## src/rtl/core/shader_source_lexer_macros.svh

```systemverilog
// ---------------------------------------------------------------------------
// Shader source lexer assertion macros
// Concurrent property wrappers shared by the lexer RTL files.
// ---------------------------------------------------------------------------
`ifndef SHADER_SOURCE_LEXER_MACROS_SVH
`define SHADER_SOURCE_LEXER_MACROS_SVH
`ifndef NO_ASSERTIONS
// Same-cycle implication, disabled during reset.
`define SSL_ASSERT_IMP(label, clk, rstn, ante, cons) \
    label: assert property (@(posedge clk) disable iff (!rstn) (ante) |-> (cons)) \
        else $error("lexer assertion failed");
// Next-cycle implication, disabled during reset.
`define SSL_ASSERT_NEXT(label, clk, rstn, ante, cons) \
    label: assert property (@(posedge clk) disable iff (!rstn) (ante) |=> (cons)) \
        else $error("lexer assertion failed");
`else
`define SSL_ASSERT_IMP(label, clk, rstn, ante, cons)
`define SSL_ASSERT_NEXT(label, clk, rstn, ante, cons)
`endif
`endif

```

## src/rtl/core/ssl_pkg.sv

```systemverilog
// ---------------------------------------------------------------------------
// Shader source lexer package
// Token kinds, character codes, class decoders and the token record type.
// ---------------------------------------------------------------------------
package ssl_pkg;

    localparam logic [3:0] KIND_SPACE    = 4'd0;
    localparam logic [3:0] KIND_TAB      = 4'd1;
    localparam logic [3:0] KIND_NEWLINE  = 4'd2;
    localparam logic [3:0] KIND_COMMENT  = 4'd3;
    localparam logic [3:0] KIND_PUNCT    = 4'd4;
    localparam logic [3:0] KIND_OPERATOR = 4'd5;
    localparam logic [3:0] KIND_IDENT    = 4'd6;
    localparam logic [3:0] KIND_NUMBER   = 4'd7;
    localparam logic [3:0] KIND_OTHER_WS = 4'd8;

    localparam logic [7:0] CH_HASH    = 8'h23;
    localparam logic [7:0] CH_DOT     = 8'h2E;
    localparam logic [7:0] CH_SPACE   = 8'h20;
    localparam logic [7:0] CH_TAB     = 8'h09;
    localparam logic [7:0] CH_NEWLINE = 8'h0A;
    localparam logic [7:0] CH_SLASH   = 8'h2F;

    // One token record. The top level packs it onto the result bus.
    typedef struct packed {
        logic        last;
        logic        has_decimal;
        logic [7:0]  token_char;
        logic [15:0] length;
        logic [15:0] start_column;
        logic [15:0] start_line;
        logic [3:0]  token_kind;
    } ssl_rec_t;

    // Records produced by one input beat; count is 0, 1 or 2.
    typedef struct packed {
        logic [1:0] count;
        ssl_rec_t   rec0;
        ssl_rec_t   rec1;
    } ssl_push_t;

    function automatic logic is_ws(input logic [7:0] c);
        return (c == 8'h20) || ((c >= 8'h09) && (c <= 8'h0D));
    endfunction

    function automatic logic is_digit(input logic [7:0] c);
        return (c >= 8'h30) && (c <= 8'h39);
    endfunction

    function automatic logic is_punct(input logic [7:0] c);
        return (c == 8'h2C) || (c == 8'h3B) || (c == 8'h28) || (c == 8'h29) ||
               (c == 8'h7B) || (c == 8'h7D) || (c == 8'h5B) || (c == 8'h5D);
    endfunction

    function automatic logic is_oper(input logic [7:0] c);
        return (c == 8'h2B) || (c == 8'h2D) || (c == 8'h2A) || (c == 8'h2F) ||
               (c == 8'h25) || (c == 8'h3D) || (c == 8'h26) || (c == 8'h7C) ||
               (c == 8'h3C) || (c == 8'h3E) || (c == 8'h21);
    endfunction

endpackage

```

## src/rtl/core/ssl_lex_core.sv

```systemverilog
// ---------------------------------------------------------------------------
// Shader source lexer core
// Holds the lexing mode and counters and turns one byte into zero to two
// token records in a single step.
// ---------------------------------------------------------------------------
`include "shader_source_lexer_macros.svh"

module ssl_lex_core
    import ssl_pkg::*;
#(
    parameter int COUNT_WIDTH = 16
) (
    input  logic       aclk,
    input  logic       aresetn,
    input  logic       step,
    input  logic [7:0] in_ch,
    input  logic       in_eos,
    output ssl_push_t  push
);

    localparam logic [2:0] MODE_IDLE    = 3'd0;
    localparam logic [2:0] MODE_IDENT   = 3'd1;
    localparam logic [2:0] MODE_NUMBER  = 3'd2;
    localparam logic [2:0] MODE_COMMENT = 3'd3;
    localparam logic [2:0] MODE_SLASH   = 3'd4;

    logic [2:0]             mode_reg, mode_next;
    logic [COUNT_WIDTH-1:0] start_line_reg, start_line_next;
    logic [COUNT_WIDTH-1:0] start_col_reg, start_col_next;
    logic [COUNT_WIDTH-1:0] length_reg, length_next;
    logic [COUNT_WIDTH-1:0] line_cnt_reg, line_cnt_next;
    logic [COUNT_WIDTH-1:0] col_cnt_reg, col_cnt_next;
    logic                   dec_seen_reg, dec_seen_next;

    logic [COUNT_WIDTH-1:0] len_inc;
    logic [COUNT_WIDTH-1:0] flush_len;
    logic                   flush_en, disp_en;
    logic                   flush_emit, disp_emit;
    logic [3:0]             flush_kind;
    logic [3:0]             disp_kind;
    logic                   disp_opens;
    logic [2:0]             disp_mode;
    ssl_rec_t               flush_rec, disp_rec;

    // Counters may be narrower or wider than the 16-bit result fields.
    logic [COUNT_WIDTH+15:0] sl_ext, sc_ext, fl_ext, lc_ext, cc_ext;

    function automatic logic [COUNT_WIDTH-1:0] sat_inc(input logic [COUNT_WIDTH-1:0] v);
        return (v == {COUNT_WIDTH{1'b1}}) ? v : v + COUNT_WIDTH'(1);
    endfunction

    assign len_inc = sat_inc(length_reg);

    // Decode a byte lexed from idle.
    always_comb begin
        disp_kind  = KIND_OTHER_WS;
        disp_opens = 1'b0;
        disp_mode  = MODE_IDLE;
        priority if (in_ch == CH_SPACE) begin
            disp_kind = KIND_SPACE;
        end else if (in_ch == CH_TAB) begin
            disp_kind = KIND_TAB;
        end else if (in_ch == CH_HASH) begin
            disp_opens = 1'b1;
            disp_mode  = MODE_COMMENT;
        end else if (in_ch == CH_SLASH) begin
            disp_opens = 1'b1;
            disp_mode  = MODE_SLASH;
        end else if (in_ch == CH_NEWLINE) begin
            disp_kind = KIND_NEWLINE;
        end else if (is_punct(in_ch)) begin
            disp_kind = KIND_PUNCT;
        end else if (is_oper(in_ch)) begin
            disp_kind = KIND_OPERATOR;
        end else if (is_ws(in_ch)) begin
            disp_kind = KIND_OTHER_WS;
        end else if (is_digit(in_ch)) begin
            disp_opens = 1'b1;
            disp_mode  = MODE_NUMBER;
        end else begin
            disp_opens = 1'b1;
            disp_mode  = MODE_IDENT;
        end
    end

    always_comb begin
        mode_next       = mode_reg;
        start_line_next = start_line_reg;
        start_col_next  = start_col_reg;
        length_next     = length_reg;
        line_cnt_next   = line_cnt_reg;
        col_cnt_next    = col_cnt_reg;
        dec_seen_next   = dec_seen_reg;
        flush_en        = 1'b0;
        disp_en         = 1'b0;
        flush_len       = (mode_reg == MODE_SLASH) ? COUNT_WIDTH'(1) : length_reg;

        if (in_eos) begin
            flush_en  = 1'b1;
            mode_next = MODE_IDLE;
        end else begin
            unique case (mode_reg)
                MODE_COMMENT: begin
                    length_next = len_inc;
                    if (in_ch == CH_NEWLINE) begin
                        // The newline belongs to the comment.
                        flush_en  = 1'b1;
                        flush_len = len_inc;
                        mode_next = MODE_IDLE;
                    end
                end
                MODE_SLASH: begin
                    if (in_ch == CH_SLASH) begin
                        mode_next   = MODE_COMMENT;
                        length_next = len_inc;
                    end else begin
                        flush_en = 1'b1;
                        disp_en  = 1'b1;
                    end
                end
                MODE_IDENT: begin
                    if (!is_ws(in_ch) && !is_punct(in_ch)) begin
                        length_next = len_inc;
                    end else begin
                        flush_en = 1'b1;
                        disp_en  = 1'b1;
                    end
                end
                MODE_NUMBER: begin
                    if (is_digit(in_ch) || (in_ch == CH_DOT)) begin
                        length_next = len_inc;
                        if (in_ch == CH_DOT) begin
                            dec_seen_next = 1'b1;
                        end
                    end else begin
                        flush_en = 1'b1;
                        disp_en  = 1'b1;
                    end
                end
                default: begin
                    disp_en = 1'b1;
                end
            endcase

            if (flush_en) begin
                mode_next = MODE_IDLE;
            end
            if (disp_en) begin
                mode_next = MODE_IDLE;
                if (disp_opens) begin
                    mode_next       = disp_mode;
                    start_line_next = line_cnt_reg;
                    start_col_next  = col_cnt_reg;
                    length_next     = COUNT_WIDTH'(1);
                    dec_seen_next   = 1'b0;
                end
            end

            if (in_ch == CH_NEWLINE) begin
                line_cnt_next = sat_inc(line_cnt_reg);
                col_cnt_next  = '0;
            end else begin
                col_cnt_next  = sat_inc(col_cnt_reg);
            end
        end
    end

    always_comb begin
        flush_kind = KIND_IDENT;
        flush_emit = 1'b0;
        unique case (mode_reg)
            MODE_IDENT: begin
                flush_kind = KIND_IDENT;
                flush_emit = flush_en;
            end
            MODE_NUMBER: begin
                flush_kind = KIND_NUMBER;
                flush_emit = flush_en;
            end
            MODE_COMMENT: begin
                flush_kind = KIND_COMMENT;
                flush_emit = flush_en;
            end
            MODE_SLASH: begin
                flush_kind = KIND_OPERATOR;
                flush_emit = flush_en;
            end
            default: begin
                flush_emit = 1'b0;
            end
        endcase
    end

    assign disp_emit = disp_en && !disp_opens;

    assign sl_ext = {16'd0, start_line_reg};
    assign sc_ext = {16'd0, start_col_reg};
    assign fl_ext = {16'd0, flush_len};
    assign lc_ext = {16'd0, line_cnt_reg};
    assign cc_ext = {16'd0, col_cnt_reg};

    always_comb begin
        flush_rec.token_kind   = flush_kind;
        flush_rec.start_line   = sl_ext[15:0];
        flush_rec.start_column = sc_ext[15:0];
        flush_rec.length       = fl_ext[15:0];
        flush_rec.token_char   = (mode_reg == MODE_SLASH) ? CH_SLASH : 8'd0;
        flush_rec.has_decimal  = (mode_reg == MODE_NUMBER) ? dec_seen_reg : 1'b0;
        flush_rec.last         = !disp_emit;

        disp_rec.token_kind    = disp_kind;
        disp_rec.start_line    = lc_ext[15:0];
        disp_rec.start_column  = cc_ext[15:0];
        disp_rec.length        = 16'd1;
        disp_rec.token_char    = in_ch;
        disp_rec.has_decimal   = 1'b0;
        disp_rec.last          = 1'b1;

        push.rec1 = disp_rec;
        if (flush_emit) begin
            push.rec0 = flush_rec;
        end else begin
            push.rec0 = disp_rec;
        end
        if (!step) begin
            push.count = 2'd0;
        end else begin
            push.count = {1'b0, flush_emit} + {1'b0, disp_emit};
        end
    end

    always_ff @(posedge aclk) begin
        if (!aresetn) begin
            mode_reg       <= MODE_IDLE;
            start_line_reg <= '0;
            start_col_reg  <= '0;
            length_reg     <= '0;
            line_cnt_reg   <= '0;
            col_cnt_reg    <= '0;
            dec_seen_reg   <= 1'b0;
        end else if (step) begin
            mode_reg       <= mode_next;
            start_line_reg <= start_line_next;
            start_col_reg  <= start_col_next;
            length_reg     <= length_next;
            line_cnt_reg   <= line_cnt_next;
            col_cnt_reg    <= col_cnt_next;
            dec_seen_reg   <= dec_seen_next;
        end
    end

    `SSL_ASSERT_IMP(a_pair_order, aclk, aresetn, push.count == 2'd2, !push.rec0.last && push.rec1.last)
    `SSL_ASSERT_NEXT(a_eos_idle, aclk, aresetn, step && in_eos, mode_reg == MODE_IDLE)
    `SSL_ASSERT_IMP(a_mode_legal, aclk, aresetn, 1'b1, mode_reg <= MODE_SLASH)

endmodule

```

## src/rtl/core/ssl_out_fifo.sv

```systemverilog
// ---------------------------------------------------------------------------
// Shader source lexer result queue
// Four-entry queue that takes up to two token records per cycle and
// presents one per beat on the result channel.
// ---------------------------------------------------------------------------
`include "shader_source_lexer_macros.svh"

module ssl_out_fifo
    import ssl_pkg::*;
(
    input  logic      aclk,
    input  logic      aresetn,
    input  ssl_push_t push,
    output logic      room,
    output logic      out_valid,
    input  logic      out_ready,
    output ssl_rec_t  out_rec
);

    localparam int DEPTH = 4;

    ssl_rec_t   mem [DEPTH];
    logic [1:0] wr_ptr_reg, wr_ptr_next;
    logic [1:0] rd_ptr_reg, rd_ptr_next;
    logic [2:0] count_reg, count_next;
    logic       pop;

    // Room for a full pair of records, ignoring a pop in the same cycle.
    assign room      = count_reg <= 3'(DEPTH - 2);
    assign out_valid = count_reg != 3'd0;
    assign out_rec   = mem[rd_ptr_reg];
    assign pop       = out_valid && out_ready;

    assign wr_ptr_next = wr_ptr_reg + push.count;
    assign rd_ptr_next = rd_ptr_reg + {1'b0, pop};
    assign count_next  = count_reg + {1'b0, push.count} - {2'b00, pop};

    always_ff @(posedge aclk) begin
        if (push.count != 2'd0) begin
            mem[wr_ptr_reg] <= push.rec0;
        end
        if (push.count == 2'd2) begin
            mem[wr_ptr_reg + 2'd1] <= push.rec1;
        end
    end

    always_ff @(posedge aclk) begin
        if (!aresetn) begin
            wr_ptr_reg <= '0;
            rd_ptr_reg <= '0;
            count_reg  <= '0;
        end else begin
            wr_ptr_reg <= wr_ptr_next;
            rd_ptr_reg <= rd_ptr_next;
            count_reg  <= count_next;
        end
    end

    `SSL_ASSERT_IMP(a_no_overflow, aclk, aresetn, push.count != 2'd0, count_reg <= 3'(DEPTH - 2))
    `SSL_ASSERT_IMP(a_count_bound, aclk, aresetn, 1'b1, count_reg <= 3'(DEPTH))
    `SSL_ASSERT_NEXT(a_drain_empty, aclk, aresetn, pop && (push.count == 2'd0) && (count_reg == 3'd1), !out_valid)

endmodule

```

## src/rtl/core/shader_source_lexer.sv

```systemverilog
// ---------------------------------------------------------------------------
// Shader source lexer
// Character-class lexer that turns a byte stream into token records.
// ---------------------------------------------------------------------------
// The input channel carries one source byte per beat in s_axis_tdata; a beat
// with s_axis_tuser set marks end of stream, flushes any pending token and
// its byte is ignored. The result channel carries one token record per beat;
// m_axis_tlast marks the last record caused by one input beat. An input beat
// causes zero, one or two records. Identifiers and numbers are emitted when
// the byte after them (or end of stream) arrives, comments when their closing
// newline (or end of stream) arrives. An accepted beat waits in the input
// register until the queue has room; it is then lexed and its records are
// written into the result queue, which drives m_axis_tvalid from its count.
// One input beat is taken per cycle while results drain one per cycle; the
// four-entry result queue sets the pace, since the input stage waits until
// the queue has room for two records. When the receiver stalls, the queue
// fills and s_axis_tready drops; nothing is lost. Reset clears the mode,
// the line and column counters and the queue; no clearing pass is needed.
// ---------------------------------------------------------------------------
module shader_source_lexer
    import ssl_pkg::*;
#(
    parameter int COUNT_WIDTH = 16
) (
    input  logic        aclk,
    input  logic        aresetn,
    input  logic        s_axis_tvalid,
    output logic        s_axis_tready,
    input  logic [7:0]  s_axis_tdata,   // [7:0] ch
    input  logic [0:0]  s_axis_tuser,   // [0] end_of_stream
    output logic        m_axis_tvalid,
    input  logic        m_axis_tready,
    // [3:0] token_kind, [19:4] start_line, [35:20] start_column,
    // [51:36] length, [59:52] token_char, [60] has_decimal, [63:61] zero
    output logic [63:0] m_axis_tdata,
    output logic        m_axis_tlast
);

    logic       in_valid_reg;
    logic [7:0] in_ch_reg;
    logic       in_eos_reg;
    logic       room;
    logic       step;
    ssl_push_t  push;
    ssl_rec_t   out_rec;

    assign step          = in_valid_reg && room;
    assign s_axis_tready = !in_valid_reg || step;

    always_ff @(posedge aclk) begin
        if (!aresetn) begin
            in_valid_reg <= 1'b0;
        end else if (s_axis_tready) begin
            in_valid_reg <= s_axis_tvalid;
        end
    end

    always_ff @(posedge aclk) begin
        if (s_axis_tvalid && s_axis_tready) begin
            in_ch_reg  <= s_axis_tdata;
            in_eos_reg <= s_axis_tuser[0];
        end
    end

    ssl_lex_core #(
        .COUNT_WIDTH(COUNT_WIDTH)
    ) u_core (
        .aclk    (aclk),
        .aresetn (aresetn),
        .step    (step),
        .in_ch   (in_ch_reg),
        .in_eos  (in_eos_reg),
        .push    (push)
    );

    ssl_out_fifo u_fifo (
        .aclk      (aclk),
        .aresetn   (aresetn),
        .push      (push),
        .room      (room),
        .out_valid (m_axis_tvalid),
        .out_ready (m_axis_tready),
        .out_rec   (out_rec)
    );

    assign m_axis_tdata = {3'b000, out_rec.has_decimal, out_rec.token_char, out_rec.length,
                           out_rec.start_column, out_rec.start_line, out_rec.token_kind};
    assign m_axis_tlast = out_rec.last;

endmodule

```

## config.mk

```make
export PLATFORM = sky130hd
export DESIGN_NAME = shader_source_lexer
export DESIGN_NICKNAME = d
export VERILOG_FILES = /design/src/rtl/core/ssl_pkg.sv /design/src/rtl/core/ssl_lex_core.sv /design/src/rtl/core/ssl_out_fifo.sv /design/src/rtl/core/shader_source_lexer.sv
export VERILOG_INCLUDE_DIRS = /design/src /design/src/rtl/core
export SDC_FILE = /design/constraint.sdc
export NUM_CORES = 1
export LEC_CHECK = 0
export BUFFER_PORTS_ARGS = -buffer_cell sky130_fd_sc_hd__buf_2
export CAP_MARGIN = 20
export CORE_MARGIN = 1
export CORE_UTILIZATION = 44
export DETAILED_ROUTE_END_ITERATION = 16
export PLACE_DENSITY = 0.59
export SLEW_MARGIN = 20
export SYNTH_ARGS = -nofsm -noshare
export SYNTH_HDL_FRONTEND = slang
export SYNTH_SLANG_ARGS = --single-unit
```

## constraint.sdc

```tcl
create_clock -name aclk -period 6.5 [get_ports aclk]
set_clock_uncertainty 0.1 [all_clocks]
set_input_delay 0.325 -clock aclk [delete_from_list [all_inputs] [get_ports aclk]]
set_output_delay 0.325 -clock aclk [all_outputs]
set_load 0.01 [all_outputs]
```

==> results.yml <==
setup_path:
  cp_max_fo: 20
  crit_buf_inv: 2
  reg2reg_setup_slack_ns: 0.73
  crit_chain: "or4b_4 > nor3_1 > nand2_1 > and3_1 > nor2_2 > nor3_1 > ha_1 > o21ai_0 > nor3_1 > nor2_1 > inv_2 > buf_4"
  setup.worst_path.start: "in_ch_reg[6]"
  reg2reg_depth: 12
  worstSetupPathDepth: 12
  arrival_ns: 5.88
  cp_slowest_stage_delay_ns: 0.63
  cp-end-kind: "register"
  critPathTopFamily: "simple AND/OR/NAND/NOR gates"
  cp_slowest_cell: "or4b_4"
  startpoint_type: "register"
  required_ns: 6.60
  critPathKind: "reg2reg"
  cpMostUsedCell: "nor3_1"
  timing.rr.start: "in_ch_reg[6]"
  worstReg2RegEnd: "u_fifo.mem[0][34]"
die:
  die_h_um: 194.0
  rows: 69
  coreArea_sq_mm: 0.03591
  fp.dieW_um: 194.0
  start_util_pct: 45.18
  io_pins: 80
  die_area_sq_mm: 0.03765
detailed_routing:
  drt_pass1_iterations: 7
  antenna_left: 0
  drc: 0
  wire_per_inst_um: 22.48
  via_count: 11810
  wl_mm: 43.59
  via_per_inst: 6.088
  drt_iter0_drc: 988
min_path:
  min-delay-path-class: "in2reg"
  hold_start: "m_axis_tready"
  min_to: "u_fifo.rd_ptr_reg[0]"
  worstHoldPathCells: 4
layout:
  drive_above_1_share_pct: 17.47
  syn2layout_area_growth_pct: 12.59
  largest_register_ffs: 248
  layout_common_cells: "185 x edfxtp_1, 162 x dfxtp_1, 150 x a22o_1, 128 x o21ai_0, 113 x nand2_1"
  nets: 1469
  regMostFlops: "u_fifo.mem"
  fin_cells: 1939
  mostFrequentLayoutCell: "edfxtp_1"
  utilization_pct: 50.87
yosys:
  ys_seq_elements: 349
  avgSynthCellArea_sq_um: 11.40
  async_flop_share_pct: 0
  syn-cell-area_sq_mm: 0.01623
  synth_cells: 1423
  synth_edf_count: 185
  yosysWarnings: 0
  ys_seq_area_share_pct: 54.47
  synth_flop_cell: "edfxtp_1"
  synth_cell_type_count: 69
clock_network:
  clk_pin_slew_worst_paths_ns: 0.06
  ctsLongestPathBuffers: 3
  clk_latency_ns: 0.52
  cts_buffers: 37
  cts_resized: 0
  cts_tree: "yes"
  cts_sinks: 349
  htree_levels: 2
  cts_root_buf: "clkbuf_16"
sta:
  slew_viol_final: 0
  fin_crit_sh_pct: 88.84
  period_minus_slack_ns: 5.775
  final.setup.tns_ns: 0
  fmax_mhz: 173.2
  grt_setup_unrepaired: "no"
  setup_viol: 0
  finalHoldViolCount: 0
  tightestPinTransition_ns: 0.9724
  slew_headroom_pct: 34.93
grt:
  grt_first_pass_wirelength_mm: 67.53
  grt_pass1_vias: 11420
  antenna_found_initial: 1
  grt_start_max_net_pins: 83
  track_usage_pct: 23.06
  overflow: 0
placed_design:
  io_buffers: 76
  post-place-cells: 1860
  dp_hpwl_mm: 27.09
  gp_congestion: 0.8926
power:
  p_comb_share_pct: 12.6
  power_frac_seq_pct: 47.0
  clockPowerShare_pct: 40.4
  max-vdd-ir-drop_v: 0.0001510
  netSwitchingPower_mw: 1.300
  p_leak_nw: 5.989
  netSwitchingFraction_pct: 24.95
  intPower_mw: 3.910
  powerDensity_mw_per_mm2: 285.2
flow_run:
  maxCapViolCount: 0
status:
  status: "complete, no violations"
==> metrics by stage <==
step                      power (mW)  setup slack (ns)  area [sq um]  hold WS, ns
after detailed placement       3.161            0.7853         16940       0.3423
after global routing           5.396            0.2600         18270       0.2563
final                          5.210            0.7252         18270       0.2199
after CTS                      5.259            0.7799         18270       0.1715
after floorplan                2.889             1.355         16230       0.3198
after global placement         3.157            0.9907         16940       0.3296
==> logic make-up after synthesis <==
family                   share of synthesized area [%]
AND/OR/NAND/NOR                                  12.32
buffers and inverters                            3.917
flip-flops                                       54.47
other                                          0.02311
AO/OA/AOI/OAI                                    18.01
multiplexers                                     8.860
XOR/XNOR                                         1.673
adder cells (fa/ha/maj)                         0.7248
==> worst min-delay path, delay by kind of cell <==
kind	cells	cell delay (ns)
adder cells (fa/ha/maj)	1	0.14
buffers and inverters	1	0.08
AND/OR/NAND/NOR	2	0.27
==> layout make-up <==
cell class                 instances  area (sq um)
clock buffer                      52          1085
clock inverter                    16         138.9
timing repair buffer             118         758.2
sequential                       349          8846
antenna                            1         2.502
tap                              461         576.8
multi-input combinational        929          6813
fill                            3173         17650
inverter                          13         48.80
==> synthesized netlist by cell type, types with 17 or more instances <==
cell | instances | area share (%)
xor2_1 | 20 | 1.1
clkbuf_1 | 78 | 1.8
edfxtp_1 | 185 | 34
o21ai_0 | 128 | 3.9
nand2_1 | 113 | 2.6
nor2_1 | 77 | 1.8
a22o_1 | 150 | 8.1
nand4_1 | 17 | 0.66
a21oi_1 | 31 | 0.96
dfxtp_1 | 164 | 20
and2_1 | 19 | 0.73
nand3_1 | 89 | 2.7
nor3_1 | 21 | 0.65
buf_2 | 28 | 0.86
mux4_2 | 62 | 8.6
==> layer usage <==
layer / GRT usage (%) / share of wire, %
met1: 31.69 / 44
met2: 37.86 / 47
met4: 7.143 / 2.6
met3: 3.148 / 6.0
met5: 0 / 0
==> timing repair <==
action,4_1_cts,5_1_grt
endpoints found under the hold margin,10,0
hold buffers,10,0
setup buffers,0,0
==> worst max path at each step <==
stage | end | slack, ns
detailed placement | u_fifo.mem[0][28] | 0.79
floorplan | u_fifo.mem[0][0] | 1.35
global route | u_fifo.mem[0][34] | 0.26
finish | u_fifo.mem[0][34] | 0.73
CTS | u_fifo.mem[0][34] | 0.78
global placement | u_fifo.mem[0][28] | 0.99
==> power by group through the flow <==
stage               logic, mW  registers, mW  clock network (mW)
floorplan               0.484           2.41                   0
global placement        0.659           2.50                   0
detailed placement      0.662           2.50                   0
CTS                     0.669           2.45                2.14
global route            0.705           2.46                2.23
finish                  0.658           2.45                2.10
No activity file was read; power rests on OpenSTA's default activity.
